## src/rtl/core/wsbms_pkg.sv

```systemverilog
// Shared types and constants of the wait-state byte memory slave.
// Used by the channel interfaces, the controller and the datapath.
// No dependencies.
`timescale 1ns / 1ps

package wsbms_pkg;

   // Field widths of the bus transfer
   localparam int ADDR_WIDTH      = 32;
   localparam int DATA_WIDTH      = 32;
   localparam int SIZE_WIDTH      = 2;
   localparam int WAIT_WIDTH      = 8;
   localparam int CNT_WIDTH       = 9;
   localparam int BYTE_IDX_WIDTH  = 2;
   localparam int CSR_INDEX_WIDTH = 1;

   // Operation codes
   localparam logic OP_READ  = 1'b0;
   localparam logic OP_WRITE = 1'b1;

   // Size codes
   localparam logic [SIZE_WIDTH-1:0] SIZE_BYTE = 2'd0;
   localparam logic [SIZE_WIDTH-1:0] SIZE_HALF = 2'd1;
   localparam logic [SIZE_WIDTH-1:0] SIZE_WORD = 2'd2;

   // Response status codes
   localparam logic STATUS_OK   = 1'b0;
   localparam logic STATUS_WAIT = 1'b1;

   // Register indexes
   localparam logic [CSR_INDEX_WIDTH-1:0] CSR_BASE_ADDRESS = 1'b0;
   localparam logic [CSR_INDEX_WIDTH-1:0] CSR_WAIT_STATES  = 1'b1;

   // Controller to datapath commands
   typedef struct packed {
      logic clear_write;
      logic accept;
      logic offset_step;
      logic load_ptr;
      logic access_step;
      logic finish;
   } ctrl_cmd_type;

   // Datapath to controller status
   typedef struct packed {
      logic clear_last;
      logic access_ok;
      logic offset_done;
      logic last_byte;
      logic rsp_free;
   } ctrl_status_type;

endpackage

```

## src/rtl/core/wsbms_ctrl.sv

```systemverilog
// Controller state machine of the byte memory slave.
// Depends on wsbms_pkg for the command and status structs.
`timescale 1ns / 1ps

module wsbms_ctrl import wsbms_pkg::*; (
   input  logic            clock,
   input  logic            reset,
   input  logic            req_valid,
   output logic            req_ready,
   input  ctrl_status_type status,
   output ctrl_cmd_type    cmd
);

   typedef enum logic [4:0] {
      ST_CLEAR  = 5'b00001,
      ST_IDLE   = 5'b00010,
      ST_OFFSET = 5'b00100,
      ST_ACCESS = 5'b01000,
      ST_FINISH = 5'b10000
   } state_type;

   state_type state_ff;
   state_type state_in;

   // Decode state into commands and next state
   always_comb begin
      state_in  = state_ff;
      cmd       = '0;
      req_ready = 1'b0;
      unique case (state_ff)
         ST_CLEAR: begin
            cmd.clear_write = 1'b1;
            if (status.clear_last) begin
               state_in = ST_IDLE;
            end
         end
         ST_IDLE: begin
            req_ready = status.rsp_free;
            if (req_valid && status.rsp_free) begin
               cmd.accept = 1'b1;
               if (status.access_ok) begin
                  state_in = ST_OFFSET;
               end
            end
         end
         ST_OFFSET: begin
            cmd.offset_step = !status.offset_done;
            if (status.offset_done) begin
               cmd.load_ptr = 1'b1;
               state_in     = ST_ACCESS;
            end
         end
         ST_ACCESS: begin
            cmd.access_step = 1'b1;
            if (status.last_byte) begin
               state_in = ST_FINISH;
            end
         end
         ST_FINISH: begin
            cmd.finish = 1'b1;
            state_in   = ST_IDLE;
         end
         default: begin
            state_in = ST_CLEAR;
         end
      endcase
   end

   // Advance state
   always_ff @(posedge clock) begin
      if (reset) begin
         state_ff <= ST_CLEAR;
      end else begin
         state_ff <= state_in;
      end
   end

`ifndef SYNTHESIS
   // The finish step always follows the last byte of an access
   a_finish_after_access: assert property (@(posedge clock) disable iff (reset)
      state_ff == ST_FINISH |-> $past(state_ff) == ST_ACCESS)
      else $error("finish step entered without a preceding access");
`endif

endmodule

```

## config.mk

```make
export PLATFORM = sky130hd
export DESIGN_NAME = wsbms_ctrl
export DESIGN_NICKNAME = d
export VERILOG_FILES = /design/src/rtl/core/wsbms_pkg.sv /design/src/rtl/core/wsbms_ctrl.sv
export SDC_FILE = /design/constraint.sdc
export NUM_CORES = 1
export LEC_CHECK = 0
export ABC_AREA = 1
export BUFFER_PORTS_ARGS = -buffer_cell sky130_fd_sc_hd__buf_2
export CORE_AREA = 2 2 39 41
export DETAILED_ROUTE_END_ITERATION = 12
export DIE_AREA = 0 0 41 43
export PLACE_DENSITY = 0.53
export SYNTH_ARGS = -nofsm -noshare
export SYNTH_HDL_FRONTEND = slang
export SYNTH_SLANG_ARGS = --single-unit
export TNS_END_PERCENT = 50
```

## constraint.sdc

```tcl
create_clock -name clock -period 2.29 [get_ports clock]
set_input_delay 0.229 -clock clock [delete_from_list [all_inputs] [get_ports clock]]
set_output_delay 0.229 -clock clock [all_outputs]
set_load 0.02 [all_outputs]
```

* Yosys cells after proc, flatten, opt, wreduce, memory -nomap -nowiden
Cells that the tools add are included.
** Storage, ports and cells
- Output and inout bits :: 7
- Flip-flop bits (word level) :: 5
- Bits of input ports :: 8
** Operators by class
- Equality and inequality tests :: 10
- Mux-type cells :: 14
- Reduce and logical (&&, ||, !) cells :: 3
** Operator list (number)
- 2-to-1 mux 5 bit :: 5
- case mux 5 bit (5 select lines) :: 1
- != test 2 bit (second input constant) :: 5
- 2-to-1 mux 1 bit :: 7
- equality test 5 x 1 -> 1 bit (second input constant) :: 1
- equality test 5 x 2 -> 1 bit (second input constant) :: 1
- equality test 5 x 3 -> 1 bit (second input constant) :: 1
- equality test 5 x 4 -> 1 bit (second input constant) :: 1
- equality test 5 bit (second input constant) :: 1
- AND reduction 5 bit :: 1
- 2-to-1 mux 2 bit :: 1
- logical AND 1 bit :: 1
- zero test 1 bit :: 1

* Depth between registers and ports, before layout
Gate-level depths: netlist of the first run.
- Depth in word-level cells :: 3
- Depth in mapped cells :: 9
- Gate-level depth less buffers :: 9

* Worst setup path before layout of the first run
Ideal clock, no wire load.
- Path kind :: flip-flop to flip-flop
- Start point :: register state_ff[2]
- End point :: register state_ff[3]
- Path slack :: 1.133 ns
- Cell stages (with the launch flop) :: 7
- Library setup time :: 0.070 ns
- Arrival time :: 1.087 ns
- Period minus slack after synthesis :: 1.157 ns
- Path through :: dfxtp_1 -> inv_1 -> nor2_2 -> nand3_1 -> nor2_1 -> inv_1 -> a21oi_1
** On the way
- Longest elaborated chain between the ends :: 3
- Elaborated cells between the ends (all ways) :: 12
** RTL lines
- from (decl) :: line wsbms_ctrl.sv:22 : state_type state_ff;
- from (signal assigned) :: line wsbms_ctrl.sv:74 : state_ff <= state_in;
- equality test 5 x 2 -> 1 bit (tied with other cells) :: line wsbms_ctrl.sv:30 : unique case (state_ff)
- != test 2 bit (no source line)
- AND reduction 5 bit (no source line)
Parallel ways exist; a longest one is shown, timed or not.
A chain may end at the register's enable or synchronous reset.

==> results of run 1 <==
-- where the power goes --
part | switching (W) | internal, W | total, W
Combinational | 0.000152 | 0.0000773 | 0.000229
Clock | 0.0000338 | 0.0000657 | 0.0000995
Sequential | 0.0000218 | 0.000112 | 0.000134
-- layout make-up --
cell class | instances | area share (%)
Inverter | 14 | 11.8
Sequential cell | 5 | 22.5
Multi-Input combinational cell | 38 | 39.4
Clock buffer | 4 | 5.92
Timing Repair Buffer | 14 | 15.8
Tap cell | 16 | 4.51
-- per-stage QoR --
stage,power (W),util [%]
4_1_cts,0.000474,32.1
3_5_place_dp,0.000368,30.2
3_3_place_gp,0.000370,30.2
5_1_grt,0.000517,32.1
2_1_floorplan,0.000308,-
6_report,0.000463,32.1
-- synthesized netlist by cell type, drive strengths merged --
| master | count |
|---|---|
| dfxtp | 5 |
| nand4 | 4 |
| nand2 | 10 |
| nand3 | 7 |
| a21oi | 1 |
| nor2 | 16 |
| inv | 14 |
-- critical path: stages (launching register included) --
cell and delay, ps:
dfxtp_1 330, nor2_2 180, nand3_1 130, nor2_1 130, buf_2 180
-- logic make-up (layout without fill, tap and decap cells) --
logic type	after synthesis	in the layout	share of synthesized area, %
AND/OR/NAND/NOR	37	37	51.9
buffers and inverters	14	32	16.0
flip-flops	5	5	30.5
AO/OA/AOI/OAI	1	1	1.53
-- worst max path at each step --
stage                              from                  endpoint  slack (ps)  depth (start not counted)
2_1_floorplan  state_ff[2]$_SDFFE_PP0P_  state_ff[3]$_SDFFE_PP0P_        1130                          6
3_3_place_gp   state_ff[4]$_SDFFE_PP0P_  state_ff[2]$_SDFFE_PP0P_        1080                          7
3_5_place_dp   state_ff[1]$_SDFFE_PP0P_                    cmd[2]        1100                          4
4_1_cts        state_ff[1]$_SDFFE_PP0P_                    cmd[2]         830                          4
5_1_grt        state_ff[1]$_SDFFE_PP0P_                    cmd[2]         690                          4
6_report       state_ff[1]$_SDFFE_PP0P_                    cmd[2]         870                          4
-- layout by cell type (no fill, tap or decap), drive strengths merged --
master	instances
nor2	16
inv	14
buf	14
nand2	10
nand3	7
dfxtp	5
nand4	4
clkbuf	4
a21oi	1
-- layer usage --
metal  routed length [um]  global-route usage, %  vias to the layer above
li1                     -                      -                      210
met1                  337                   12.9                      165
met3                   43                   3.14                        2
met2                  357                   14.4                        9
met5                    0                      0                        -
met4                   11                   12.0                        0
==> flow_summary.toml, run 1 <==
[global_routing]
grt_max_degree = 8
grt_pass1_wl_mm = 1.25
overflow = 0
grt_pass1_vias = 329
antenna_found_initial = 0
grt_usage_pct = 11.1

[worst_setup_path]
r2r_end = "state_ff[2]$_SDFFE_PP0P_"
cp.required_ps = 2060
start_kind = "flip-flop"
r2r_setup_slack_ps = 1100
end_kind = "primary output"
crit_arrival_ps = 1200
reg2reg_depth = 7
path_max_fanout = 5
timing.rr.start = "state_ff[4]$_SDFFE_PP0P_"
path_class = "reg -> out"

[synth]
synth-seq-area-share_pct = 30.5
yosys-top-cells-area = "dfxtp_1, inv_1, nor2_1"
synth_seq_cells = 5
post_synth.cell_area_avg_um2 = 5.75
yosysTopAreaCell = "dfxtp_1"
yosysWarningCount = 0
syn_area_um2 = 328
synth.distinct_cells = 8
syn-num-nets = 65
synth_top_area_share_pct = 30.5
syn_inst = 57

[clocking]
clkSlewWorstSetupHoldPaths_ps = 40
post_cts_resized = 0
cts_made_buffers = 3
cts_tree = "yes"
cts_setup_buffers = 0
htreeDepth = 1
clock_latency_ps = 240
cts_root_buf = "clkbuf_4"
postCtsHoldBufs = 0
clockBufferDepth = 2
cts_num_sinks = 5

[place]
gp_congestion = 0.745
dp_hpwl_um = 632
placed_cells = 87
io_buffers = 14
placed_area_um2 = 418
post-place-ws_ps = 1100

[detailed_routing]
drtPass1Iterations = 2
drtIter0Drc = 3
wl_per_cell_um = 8.24
vias_per_cell = 4.24
antenna_left = 0
wl_um = 750
drc_errors = 0
route.vias.total = 386

[run_status]
status = "completed"

[sta]
holdWs_ps = 159
period_share_pct = 62.2
setup_viol = 0
rsz0062_at_grt = "no"
hold_viol_final = 0
fin_ws_ps = 866
fin_worst_skew_ps = 0.958
setup_tns_ps = 0
drv_slew = 0
fmax_mhz = 702
worst_pin_slew_ps = 219
min_period_ps = 1420
relSlewSlack_pct = 85.4

[pwr]
irDropWorstVdd_uv = 400
power_density_nw_per_um2 = 1040
static-leakage-power_nw = 0.277

[cells_and_area]
finalInstanceArea_um2 = 444
largest_register = "state_ff"
final_nets = 84
syn_to_final_growth_pct = 35.5
layout_top_registers = "state_ff x5"
fillers = 165
insertedDiodeCount = 0
final_cells = 91
multi_input_area_um2 = 175
drive_gt1_share_pct = 29.3
final-seq-area_um2 = 100
largest_reg_flops = 5

[die]
core_um2 = 1380
die_area_um2 = 1760
fp.dieH_um = 43
start_util_pct = 23.7
die-width_um = 41
io_pins = 15
num_rows = 14

[min_path]
min_from = "reset"
hold_depth = 2
hold_end = "state_ff[3]$_SDFFE_PP0P_"
hold_path.class = "in -> reg"

[run]
drv_cap = 0
Power figures use the tool's default switching activity.
==> run 2, diff against run 1 <==
--- a/config.mk
+++ b/config.mk
@@ -10,7 +10,7 @@
 export CORE_AREA = 2 2 39 41
 export DETAILED_ROUTE_END_ITERATION = 12
 export DIE_AREA = 0 0 41 43
-export PLACE_DENSITY = 0.53
+export PLACE_DENSITY = 0.55
 export SYNTH_ARGS = -nofsm -noshare
 export SYNTH_HDL_FRONTEND = slang
 export SYNTH_SLANG_ARGS = --single-unit
==> constraint.sdc (replaced) <==
create_clock -name clock -period 1.3 [get_ports clock]
set_input_delay 0.13 -clock clock [delete_from_list [all_inputs] [get_ports clock]]
set_output_delay 0.13 -clock clock [all_outputs]
set_load 0.02 [all_outputs]
==> run 2 against run 1 <==
Power grew 100%. Global-route usage increased by 0.20 points. Design area increased by 17%. Clock skew increased by 4.4 ps. Worst hold slack got worse by 100 ps. Sequential power is 100% higher. First-iteration DRC count decreased by 33%. Register-to-register slack worse by 930 ps. Critical endpoint is now cmd[0]. Critical path depth unchanged.
==> flow_summary.toml, run 2 (same netlist as run 1, synthesis figures left out) <==
[run_status]
status = "completed"

[die]
fp.dieH_um = 43
die-width_um = 41
die_area_um2 = 1760
core_um2 = 1380
num_rows = 14
io_pins = 15
start_util_pct = 23.7

[sta]
setup_tns_ps = 0
rsz0062_at_grt = "yes"
fin_worst_skew_ps = 5.36
period_share_pct = 96.7
drv_slew = 0
setup_viol = 0
worst_pin_slew_ps = 214
min_period_ps = 1260
hold_viol_final = 0
fin_ws_ps = 42.4
relSlewSlack_pct = 85.7
fmax_mhz = 795

[worst_setup_path]
crit_chain = "nor2_2, nand2_1, nor2_2, buf_2"
worst_path_most_repeated_cell = "nor2_2"
slowest_delay_ps = 350
path_class = "reg -> out"
cp.depth = 4
crit_arrival_ps = 1130
reg2reg_depth = 7
crit_slowest_cell = "dfxtp_4"
end_kind = "primary output"
crit_family = "simple AND/OR/NAND/NOR gates"
cp_num_buf_inv = 1
cp.required_ps = 1170
path_max_fanout = 5
start_kind = "flip-flop"

[place]
dp_hpwl_um = 630
placed_cells = 87
gp_congestion = 0.793
placed_area_um2 = 418
io_buffers = 14
post-place-ws_ps = 154

[clocking]
postCtsHoldBufs = 0
htreeDepth = 1
clock_latency_ps = 240
clkSlewWorstSetupHoldPaths_ps = 40
cts_tree = "yes"
cts_num_sinks = 5
cts_made_buffers = 3
cts_root_buf = "clkbuf_4"
clockBufferDepth = 2

[cells_and_area]
largest_register = "state_ff"
insertedDiodeCount = 0
fillers = 162
syn_to_final_growth_pct = 58.4
post-route-util_pct = 37.5
drive_gt1_share_pct = 47.4
mostFrequentLayoutCells = "inv_1, buf_2, nand2_1"
largest_reg_flops = 5
layout_top_registers = "state_ff x5"
finalInstanceArea_um2 = 519
final_cells = 92
final_common_cell = "inv_1"
final_nets = 85

[global_routing]
grt_pass1_vias = 340
grt_pass1_wl_mm = 1.32
overflow = 0
grt_max_degree = 8
antenna_found_initial = 0
grt_usage_pct = 11.3

[pwr]
internal_power_w = 0.000510
power_density_nw_per_um2 = 1790
swShare_pct = 45.0
static-leakage-power_nw = 0.283
power_frac_seq_pct = 29.6
switchingPower_w = 0.000418
irDropWorstVdd_uv = 934
clockPowerShare_pct = 19.1
p_comb_share_pct = 51.3

[detailed_routing]
antenna_left = 0
wl_per_cell_um = 8.76
drc_errors = 0
vias_per_cell = 4.38
drtIter0Drc = 2
route.vias.total = 403
drtPass1Iterations = 2
wl_um = 806

[min_path]
hold_path.class = "in -> reg"
hold_depth = 2

[run]
drv_cap = 0
run 2: per-stage QoR:
step / power, W / hold WS, ps
detailed placement: 0.000650 / 313
global route: 0.00103 / 57.6
finish: 0.000928 / 57.9
global placement: 0.000642 / 303
CTS: 0.000865 / 61.4
floorplan: 0.000543 / 199
run 2: layout make-up:
type | instances | area [um^2] | share of cell area [%]
tap | 16 | 20.0 | 3.86
clock buffer | 4 | 26.3 | 5.06
timing repair buffer | 15 | 95.1 | 18.3
inverter | 14 | 52.6 | 10.1
sequential | 5 | 110 | 21.2
multi-input combinational | 38 | 215 | 41.4
run 2: metal layers:
layer	routed length, um	global-route usage, %	vias to the layer above
li1	-	-	211
met1	333	14.5	177
met2	405	15.3	15
met3	67	7.85	0
met4	0	2.00	0
met5	0	0	-
run 2: what timing repair did:
action | 4_1_cts | 5_1_grt
pin swaps | 0 | 2
setup endpoints to repair | 3 | 7
setup buffers | 1 | 0
gates resized for setup | 4 | 21
run 2: path summary, 6_finish.rpt:
kind	from	end	slack (ps)
setup / recovery	state_ff[2]$_SDFFE_PP0P_	cmd[0]	40
hold / removal	reset	state_ff[3]$_SDFFE_PP0P_	60
setup reg to reg	state_ff[4]$_SDFFE_PP0P_	state_ff[2]$_SDFFE_PP0P_	170
hold reg to reg	state_ff[2]$_SDFFE_PP0P_	state_ff[2]$_SDFFE_PP0P_	520
run 2: power groups by stage:
stage	Combinational (W)	Sequential (W)	Clock, W
2_1_floorplan	0.000311	0.000232	0
3_3_place_gp	0.000403	0.000239	0
3_5_place_dp	0.000409	0.000241	0
4_1_cts	0.000428	0.000254	0.000183
5_1_grt	0.000547	0.000284	0.000195
6_report	0.000476	0.000274	0.000178
